**src/sv/dpt_pkg.sv**
```systemverilog
// ----------------------------------------------------------------------------
// dpt_pkg - shared types and constants for the dual prescaled timer
// Word formats, configuration register layout and the timer constants.
// ----------------------------------------------------------------------------
package dpt_pkg;

  localparam int unsigned AccW   = 19;
  localparam int unsigned SumW   = AccW + 1;
  localparam int unsigned CycW   = 3;
  localparam int unsigned StrW   = 16;
  localparam int unsigned AddrW  = 3;
  localparam int unsigned DataW  = 32;

  localparam logic [SumW-1:0] TIMER_PERIOD = SumW'(262144);
  localparam logic [SumW-1:0] ACC_MAX      = SumW'(20'h7FFFF);
  localparam logic [6:0]      FIXED_STEP   = 7'd10;
  localparam logic [StrW-1:0] BASE_STRIDE  = 16'd40960;

  // register index: paddr[2]
  typedef enum logic {
    REG_RATE_SELECT  = 1'b0,
    REG_RELOAD_VALUE = 1'b1
  } reg_idx_t;

  typedef struct packed {
    logic [2:0] elapsed_cycles;
    logic       timers_halted;
    logic       variable_enable;
  } cmd_t;

  typedef struct packed {
    logic [3:0] fixed_count;
    logic [7:0] countdown;
    logic       expired;
  } res_t;

  typedef struct packed {
    logic [1:0] rate_select;
    logic [7:0] reload_value;
  } cfg_t;

  // variable timer stride by rate select
  function automatic logic [StrW-1:0] stride_of(input logic [1:0] sel);
    logic [StrW-1:0] s;
    case (sel)
      2'd0:    s = BASE_STRIDE;
      2'd1:    s = BASE_STRIDE >> 4;
      2'd2:    s = BASE_STRIDE >> 8;
      2'd3:    s = BASE_STRIDE >> 12;
      default: s = BASE_STRIDE;
    endcase
    return s;
  endfunction

endpackage

```
**src/sv/dpt_regs.sv**
```systemverilog
// ----------------------------------------------------------------------------
// dpt_regs - configuration registers
// APB-style register file holding rate select and reload value.
// ----------------------------------------------------------------------------
module dpt_regs import dpt_pkg::*; (
  input  logic             clk,
  input  logic             rst,
  input  logic             psel,
  input  logic             penable,
  input  logic             pwrite,
  input  logic [AddrW-1:0] paddr,
  input  logic [DataW-1:0] pwdata,
  output logic [DataW-1:0] prdata,
  output logic             pready,
  output cfg_t             cfg
);

  cfg_t     regs;
  reg_idx_t idx;
  logic     wr;

  assign pready = 1'b1;
  assign idx    = reg_idx_t'(paddr[2]);
  assign wr     = psel & penable & pwrite;
  assign cfg    = regs;

  always_ff @(posedge clk) begin
    if (rst) begin
      regs <= '0;
    end else if (wr) begin
      case (idx)
        REG_RATE_SELECT:  regs.rate_select  <= pwdata[1:0];
        REG_RELOAD_VALUE: regs.reload_value <= pwdata[7:0];
        default: ;
      endcase
    end
  end

  always_comb begin
    case (idx)
      REG_RATE_SELECT:  prdata = {30'd0, regs.rate_select};
      REG_RELOAD_VALUE: prdata = {24'd0, regs.reload_value};
      default:          prdata = '0;
    endcase
  end

endmodule

```
**src/sv/dpt_core.sv**
```systemverilog
// ----------------------------------------------------------------------------
// dpt_core - timer state and update logic
// Holds both accumulators, the fixed nibble and the countdown; computes the
// result word of the staged command and commits state on step.
// ----------------------------------------------------------------------------
module dpt_core import dpt_pkg::*; (
  input  logic clk,
  input  logic rst,
  input  logic step,
  input  cmd_t cmd,
  input  cfg_t cfg,
  output res_t res
);

  logic [AccW-1:0] fixed_acc, fixed_acc_next;
  logic [AccW-1:0] var_acc, var_acc_next;
  logic [3:0]      nibble, nibble_next;
  logic [7:0]      count, count_next;
  logic            expired_next;

  logic [SumW-1:0] fsum, vsum, vsub;
  logic [AccW-1:0] vprod;

  always_comb begin
    fsum  = SumW'(fixed_acc) + SumW'(cmd.elapsed_cycles * FIXED_STEP);
    // widen before the multiply: seven times the base stride needs 19 bits
    vprod = AccW'(cmd.elapsed_cycles) * AccW'(stride_of(cfg.rate_select));
    vsum  = SumW'(var_acc) + SumW'(vprod);
    vsub  = (vsum >= TIMER_PERIOD) ? vsum - TIMER_PERIOD : vsum;

    fixed_acc_next = fixed_acc;
    nibble_next    = nibble;
    var_acc_next   = '0;
    count_next     = count;
    expired_next   = 1'b0;

    if (!cmd.timers_halted) begin
      if (fsum >= TIMER_PERIOD) begin
        fixed_acc_next = AccW'(fsum - TIMER_PERIOD);
        nibble_next    = nibble + 4'd1;
      end else begin
        fixed_acc_next = AccW'(fsum);
      end

      if (cmd.variable_enable) begin
        if (vsum >= TIMER_PERIOD) begin
          // underflow from zero: reload and flag
          if (count == 8'd0) begin
            count_next   = cfg.reload_value;
            expired_next = 1'b1;
          end else begin
            count_next = count - 8'd1;
          end
        end
        var_acc_next = (vsub > ACC_MAX) ? AccW'(ACC_MAX) : AccW'(vsub);
      end
    end
  end

  always_ff @(posedge clk) begin
    if (rst) begin
      fixed_acc <= '0;
      var_acc   <= '0;
      nibble    <= '0;
      count     <= '0;
    end else if (step) begin
      fixed_acc <= fixed_acc_next;
      var_acc   <= var_acc_next;
      nibble    <= nibble_next;
      count     <= count_next;
    end
  end

  assign res.fixed_count = nibble_next;
  assign res.countdown   = count_next;
  assign res.expired     = expired_next;

endmodule

```
**src/sv/dual_prescaled_timer.sv**
```systemverilog
// ----------------------------------------------------------------------------
// dual_prescaled_timer - fixed and variable prescaled timers
// Channel  | handshake           | word
// cmd      | cmd_valid/cmd_stall | cmd_t: elapsed_cycles, halted, enable
// res      | res_valid/res_stall | res_t: fixed_count, countdown, expired
// cfg      | APB psel/penable    | rate_select, reload_value
// One word per cycle sustained while res is not stalled; a word passes from
// the input register through the update logic into the result register.
// Reset clears the timer state, the registers and both valid flags.
// A stalled result holds the update stage; the input register then stalls
// cmd once it is full.
// ----------------------------------------------------------------------------
module dual_prescaled_timer import dpt_pkg::*; (
  input  logic             clk,
  input  logic             rst,
  input  logic             cmd_valid,
  output logic             cmd_stall,
  input  cmd_t             cmd,
  output logic             res_valid,
  input  logic             res_stall,
  output res_t             res,
  input  logic             psel,
  input  logic             penable,
  input  logic             pwrite,
  input  logic [AddrW-1:0] paddr,
  input  logic [DataW-1:0] pwdata,
  output logic [DataW-1:0] prdata,
  output logic             pready
);

  cfg_t cfg;
  cmd_t stage;
  logic stage_valid;
  logic advance;
  res_t res_next;

  dpt_regs u_regs (
    .clk     (clk),
    .rst     (rst),
    .psel    (psel),
    .penable (penable),
    .pwrite  (pwrite),
    .paddr   (paddr),
    .pwdata  (pwdata),
    .prdata  (prdata),
    .pready  (pready),
    .cfg     (cfg)
  );

  dpt_core u_core (
    .clk  (clk),
    .rst  (rst),
    .step (advance),
    .cmd  (stage),
    .cfg  (cfg),
    .res  (res_next)
  );

  assign advance   = stage_valid & (~res_valid | ~res_stall);
  assign cmd_stall = stage_valid & ~advance;

  always_ff @(posedge clk) begin
    if (rst) begin
      stage_valid <= 1'b0;
    end else if (!cmd_stall) begin
      stage_valid <= cmd_valid;
    end
  end

  // hold the staged word while stalled
  always_ff @(posedge clk) begin
    if (!cmd_stall && cmd_valid) begin
      stage <= cmd;
    end
  end

  always_ff @(posedge clk) begin
    if (rst) begin
      res_valid <= 1'b0;
    end else if (advance) begin
      res_valid <= 1'b1;
    end else if (!res_stall) begin
      res_valid <= 1'b0;
    end
  end

  always_ff @(posedge clk) begin
    if (advance) begin
      res <= res_next;
    end
  end

  a_stall_needs_stage: assert property (@(posedge clk) disable iff (rst)
    cmd_stall |-> stage_valid)
    else $error("cmd stalled with empty input register");

  a_advance_gives_result: assert property (@(posedge clk) disable iff (rst)
    advance |=> res_valid)
    else $error("advanced word produced no result");

  a_halt_no_expiry: assert property (@(posedge clk) disable iff (rst)
    (advance && stage.timers_halted) |=> !res.expired)
    else $error("expiry flagged while halted");

  a_disabled_no_expiry: assert property (@(posedge clk) disable iff (rst)
    (advance && !stage.variable_enable) |=> !res.expired)
    else $error("expiry flagged with variable timer disabled");

endmodule
```
**config.mk**
```make
export PLATFORM = sky130hd
export DESIGN_NAME = dual_prescaled_timer
export DESIGN_NICKNAME = d
export VERILOG_FILES = /design/src/sv/dpt_pkg.sv /design/src/sv/dpt_regs.sv /design/src/sv/dpt_core.sv /design/src/sv/dual_prescaled_timer.sv
export SDC_FILE = /design/constraint.sdc
export NUM_CORES = 1
export LEC_CHECK = 0
export BUFFER_PORTS_ARGS = -buffer_cell sky130_fd_sc_hd__buf_2
export CAP_MARGIN = 25
export CORE_UTILIZATION = 30
export CTS_BUF_LIST = sky130_fd_sc_hd__clkbuf_4
export DETAILED_ROUTE_END_ITERATION = 7
export SYNTH_ARGS = -nofsm -noshare
export SYNTH_HDL_FRONTEND = slang
export SYNTH_HIERARCHICAL = 1
export SYNTH_SLANG_ARGS = --single-unit
```
**constraint.sdc**
```tcl
create_clock -name clk -period 5.3 [get_ports clk]
set_clock_uncertainty 0.05 [all_clocks]
set_input_delay 0.265 -clock clk [delete_from_list [all_inputs] [get_ports clk]]
set_output_delay 0.265 -clock clk [all_outputs]
set_load 0.1 [all_outputs]
```
==> results of run 1 <==
## power groups by stage
stage	Clock [uW]	Sequential, uW	Combinational [uW]
6_report	336	636	273
5_1_grt	374	638	293
4_1_cts	350	636	272
3_5_place_dp	0	650	267
3_3_place_gp	0	650	265
2_1_floorplan	0	683	203
## worst paths after layout
kind,start,endpoint,cells after the start
worst max-delay path,stage[2]$_DFFE_PP_,u_core/var_acc[13]$_SDFFE_PP0P_,20
worst min-delay path,pwdata[2],u_regs/cfg[2]$_SDFFE_PP0P_,3
worst max register to register,stage[2]$_DFFE_PP_,u_core/var_acc[13]$_SDFFE_PP0P_,20
worst min register to register,u_core/fixed_acc[18]$_SDFFE_PP0P_,u_core/fixed_acc[18]$_SDFFE_PP0P_,1
## synth_stat cells, drive strengths merged (13+ instances only)
cell type / count / area, um2
and2: 18 / 120
o21ai: 23 / 115
xor2: 14 / 123
a21oi: 69 / 349
buf: 32 / 269
nand3: 21 / 110
nand2b: 25 / 156
nor3: 13 / 65.1
nor2: 48 / 180
nand2: 31 / 116
clkbuf: 20 / 75.1
xnor2: 13 / 114
ha: 49 / 613
edfxtp: 18 / 541
a211oi: 19 / 178
and3: 13 / 81.3
inv: 22 / 82.6
dfxtp: 61 / 1220
## routing by layer
metal	part of all wire [%]	vias to the layer above	GRT usage, %
li1	-	2325	-
met1	49	2124	16.7
met2	47	62	21.3
met3	3.2	12	2.76
met4	0.89	0	2.87
met5	0	-	0
## worst register-to-register path, stage by stage, from the launching register on
cell and delay (ns):
edfxtp_1 0.48, buf_4 0.19, and2_1 0.15, ha_1 0.22
fa_1 0.44, ha_1 0.43, and3_1 0.21, buf_4 0.13
nand3_1 0.10, o31ai_1 0.40, a21oi_1 0.12, o21bai_1 0.23
inv_1 0.10, ha_1 0.20, nor3b_1 0.14, nand4_1 0.16
nor4_4 0.07, a21bo_4 0.25, buf_4 0.17, o21ai_1 0.42
a211oi_1 0.14
## state kept, by name (all words and copies together) (netlist names)
name / count
stage: 5
stage_valid: 1
res: 13
u_regs/cfg: 10
u_core/nibble: 4
u_core/var_acc: 19
u_core/count: 8
res_valid: 1
u_core/fixed_acc: 18
## cells by family after synthesis
kind of cell / count (synthesis) / synth area share, %
AND/OR/NAND/NOR: 202 / 19.3
AO/OA/AOI/OAI: 167 / 20.4
flip-flops: 79 / 31.3
buffers and inverters: 74 / 7.58
adder cells (fa/ha/maj): 58 / 14.1
XOR/XNOR: 27 / 4.20
multiplexers: 16 / 2.96
other: 2 / 0.134
## final cells by class
class / instances / area share, %
multi-input cells: 495 / 56.5
flip-flops and latches: 79 / 28.1
repair buffers: 74 / 7.47
well taps: 229 / 4.57
inverters: 22 / 1.32
clock buffers: 9 / 1.08
clock inverters: 7 / 0.899
## through the flow
step                      TNS (ns)  power, uW  setup WS, ns  utilization [%]  std cells
after global placement           0        915         0.111             33.2        889
after detailed placement         0        916        0.0694             33.2        889
after global routing       -0.0603       1310       -0.0179             34.5        915
after floorplan                  0        887         0.571                -        648
final                            0       1250         0.354             34.5        915
after CTS                        0       1260        0.0423             34.4        913
## timing repair
item | CTS | global route
endpoints found under the setup margin | 0 | 36
hold buffers | 8 | 0
hold endpoints to repair | 8 | 0
setup buffers | 0 | 2
gates resized for setup | 0 | 5
==> results.json, run 1 <==
{
  "end_kind": "flip-flop",
  "gp_congestion": 0.788,
  "ys_seq_elements": 79,
  "avgSynthCellArea_um2": 9.00,
  "switchingPower_uw": 452,
  "grt_pass1_wl_mm": 20.1,
  "syn_area_um2": 5630,
  "antenna_found_initial": 0,
  "holdCritPathClass": "primary input to flip-flop",
  "cts-htree-levels": 3,
  "switching_share_pct": 36.3,
  "dieArea_um2": 19300,
  "p_clk_share_pct": 27.0,
  "hpwl_mm": 8.98,
  "die_y_um": 139,
  "syn_inst": 625,
  "fin_area_um2": 6260,
  "area_growth_pct": 11.3,
  "final_cell_mix": "a21oi_1 (68), dfxtp_1 (60), ha_1 (49)",
  "timing.fmax_ghz": 0.202,
  "cpPeakStageDelay_ns": 0.48,
  "io_pins": 95,
  "drc_errors": 0,
  "synth_cell_type_count": 72,
  "wirelength_mm": 12.0,
  "period_share_pct": 93.3,
  "p_int_uw": 793,
  "rsz0062_at_grt": "true",
  "final_common_cell": "a21oi_1",
  "hold_viol": 0,
  "max_cap_viol_count": 0,
  "hold_slack_ns": 0.0277,
  "drive_above_1_share_pct": 17.6,
  "wl_per_cell_um": 13.1,
  "slew_violations": 0,
  "synth-edff-count": 18,
  "crit_family": "compound AO/OA/AOI/OAI gates",
  "num_rows": 49,
  "ys_warn_count": 6,
  "cts_buffers": 9,
  "path_cells": "buf_4 > and2_1 > ha_1 > fa_1 > ha_1 > and3_1 > buf_4 > nand3_1 > o31ai_1 > a21oi_1 > o21bai_1 > inv_1 > ha_1 > nor3b_1 > nand4_1 > nor4_4 > a21bo_4 > buf_4 > o21ai_1 > a211oi_1",
  "track_usage_pct": 12.7,
  "status": "finished, final reports clean",
  "r2r_slack_ns": 0.35,
  "cts.reportedPaths.clkPinSlew_ns": 0.13,
  "grt_max_degree": 75,
  "drt_iter0_drc": 226,
  "slowest_stage": "edfxtp_1",
  "vias": 4523,
  "multi_input_area_um2": 3540,
  "peakVddDrop_mv": 0.132,
  "fp.dieW_um": 139,
  "diodes": 0,
  "max-slew-margin-rel_pct": 29.2,
  "overflow": 0,
  "core_area_um2": 18100,
  "seq_power_share_pct": 51.1,
  "fill_cells": 1930,
  "grt_pass1_vias": 4186,
  "cp-start-kind": "flip-flop",
  "place_area_um2": 6030,
  "clk_latency_ns": 0.46,
  "viasPerCell": 4.94,
  "finalSetupViolations": 0,
  "dr.pass1.iters": 7,
  "tightest_slew_ns": 1.06,
  "start_util_pct": 31.0,
  "power_density_nw_per_um2": 199,
  "io_buffers": 43,
  "critical_path.max_fanout": 8,
  "antenna_left": 0,
  "final_nets": 786,
  "ys_seq_area_share_pct": 31.3,
  "seqCellArea_um2": 1760,
  "leakagePower_uw": 0.00266,
  "arrival_ns": 5.21,
  "clk_path_buf_depth": 2,
  "cts_num_sinks": 79,
  "critPathBufInv": 4,
  "cts_root_buf": "clkbuf_4",
  "combPwrFrac_pct": 21.9,
  "fin_crit_ns": 4.95,
  "async_flop_share_pct": 0,
  "worstSetupPathType": "flip-flop to flip-flop",
  "synth_flop_cell": "dfxtp_1",
  "critPathRequiredTime_ns": 5.56,
  "cts_tree": "built"
}
(Power assumes the default switching activity.)
==> inputs of run 2 (changes only) <==
CTS_BUF_LIST = not set   (was sky130_fd_sc_hd__clkbuf_4)
==> results.json, run 2 (synthesized netlist as in run 1, its figures left out) <==
{
  "switching_share_pct": 32.2,
  "area_growth_pct": 12.6,
  "clk_path_buf_depth": 2,
  "clk_latency_ns": 0.34,
  "hold_slack_ns": 0.0495,
  "max_cap_viol_count": 0,
  "fp.dieW_um": 139,
  "p_clk_share_pct": 39.3,
  "cts_root_buf": "clkbuf_16",
  "start_util_pct": 31.0,
  "track_usage_pct": 12.7,
  "tightest_slew_ns": 1.07,
  "cts_num_sinks": 79,
  "grt_pass1_wl_mm": 19.9,
  "final_common_cell": "a21oi_1",
  "fill_cells": 1923,
  "combPwrFrac_pct": 18.0,
  "final_nets": 777,
  "cts_buffers": 9,
  "gp_congestion": 0.788,
  "hpwl_mm": 8.98,
  "antenna_left": 0,
  "worstSetupPathType": "flip-flop to flip-flop",
  "wirelength_mm": 12.0,
  "wl_per_cell_um": 13.2,
  "core_area_um2": 18100,
  "end_kind": "flip-flop",
  "drive_above_1_share_pct": 17.7,
  "critical_path.max_fanout": 8,
  "path_cells": "buf_4 > nor2b_1 > and2_1 > ha_1 > fa_1 > ha_1 > and3_1 > buf_4 > nand3_1 > o31ai_1 > a21oi_1 > o21bai_1 > inv_1 > ha_1 > nor3b_1 > nand4_1 > nor4_4 > a21bo_4 > buf_4 > o21ai_1 > a211oi_1",
  "place_area_um2": 6030,
  "io_buffers": 43,
  "vias": 4487,
  "cp-start-kind": "flip-flop",
  "largestRegisters": "u_core/var_acc (19), u_core/fixed_acc (18), res (13)",
  "slowest_stage": "ha_1",
  "grt_max_degree": 75,
  "instances_no_fill": 906,
  "cts-htree-levels": 3,
  "fin_crit_ns": 4.91,
  "largest_register_ffs": 19,
  "grt_pass1_vias": 4082,
  "drt-met1-wl_mm": 5.84,
  "met2WireLength_mm": 5.58,
  "dr.pass1.iters": 7,
  "final_cell_mix": "a21oi_1 (68), dfxtp_1 (60), ha_1 (49)",
  "peakVddDrop_mv": 0.152,
  "diodes": 0,
  "io_pins": 95,
  "cts.reportedPaths.clkPinSlew_ns": 0.06,
  "power_density_nw_per_um2": 235,
  "arrival_ns": 5.05,
  "dieArea_um2": 19300,
  "status": "finished, final reports clean",
  "num_rows": 49,
  "timing.fmax_ghz": 0.203,
  "fin_area_um2": 6330,
  "rsz0062_at_grt": "true",
  "route.met3.wl_um": 431,
  "drt_iter0_drc": 223,
  "max-slew-margin-rel_pct": 28.6,
  "regMostFlops": "u_core/var_acc",
  "overflow": 0,
  "dp_cells": 889,
  "critPathRequiredTime_ns": 5.43,
  "top_layer_used": "met4",
  "hold_buffers": 0,
  "antenna_found_initial": 0,
  "slew_violations": 0,
  "hold_viol": 0,
  "switchingPower_uw": 479,
  "cts_tree": "built",
  "viasPerCell": 4.95,
  "drc_errors": 0,
  "die_y_um": 139,
  "holdCritPathClass": "primary input to flip-flop",
  "period_share_pct": 92.7,
  "leakagePower_uw": 0.00269,
  "cpPeakStageDelay_ns": 0.43,
  "finalSetupViolations": 0,
  "p_int_uw": 1010,
  "seq_power_share_pct": 42.7
}
run 2: changes by cell type in the layout (fill, tap and decap cells not counted), sizes merged:
cell	before	now
buf	66	65
dlygate4sd3	8	0
run 2: final timing paths:
path	to	slack, ns	depth (start not counted)	start
worst min register to register	u_core/fixed_acc[18]$_SDFFE_PP0P_	0.43	1	u_core/fixed_acc[18]$_SDFFE_PP0P_
worst min-delay path	stage[0]$_DFFE_PP_	0.05	1	cmd[0]
worst max-delay path	u_core/var_acc[13]$_SDFFE_PP0P_	0.39	21	u_regs/cfg[9]$_SDFFE_PP0P_
worst max register to register	u_core/var_acc[13]$_SDFFE_PP0P_	0.39	21	u_regs/cfg[9]$_SDFFE_PP0P_
run 2: worst max-delay path: cells and delay by family, from the launching register on:
family | cells | cell delay [ns]
buf+inv | 4 | 0.54
simple gates | 7 | 1.04
flops | 1 | 0.35
fa+ha+maj | 4 | 1.23
compound gates | 6 | 1.56
run 2: layer usage:
metal,vias to the layer above,GRT usage [%]
met1,2093,16.9
li1,2304,-
met4,0,2.81
met3,13,2.94
met2,77,20.8
met5,-,0
run 2: area by class of cell:
class                           count  area [um2]  share of cell area [%]
Tap cell                          229         287                    4.52
Timing Repair Buffer               65         380                    6.01
Multi-Input combinational cell    495        3540                    55.9
Clock inverter                      7        56.3                   0.889
Clock buffer                        9         225                    3.56
Sequential cell                    79        1760                    27.8
Inverter                           22        82.6                    1.30
run 2: metrics by stage:
| stage | total power (uW) | utilization [%] | setup TNS, ns | worst slack [ns] |
|---|---|---|---|---|
| 6_report | 1490 | 34.9 | 0 | 0.386 |
| 5_1_grt | 1550 | 34.9 | -0.0154 | -0.00726 |
| 4_1_cts | 1510 | 34.8 | 0 | 0.0437 |
| 3_5_place_dp | 916 | 33.2 | 0 | 0.0694 |
| 3_3_place_gp | 915 | 33.2 | 0 | 0.111 |
| 2_1_floorplan | 887 | - | 0 | 0.571 |
run 2: what timing repair did:
action                     in CTS  in global routing
setup endpoints to repair       0                 36
gates resized for setup         0                  5
buffers inserted                0                  1
run 2: power by group through the flow:
stage	sequential [uW]	combinational, uW	clock, uW
6_report	636	267	585
5_1_grt	638	288	626
4_1_cts	636	268	601
3_5_place_dp	650	267	0
3_3_place_gp	650	265	0
2_1_floorplan	683	203	0
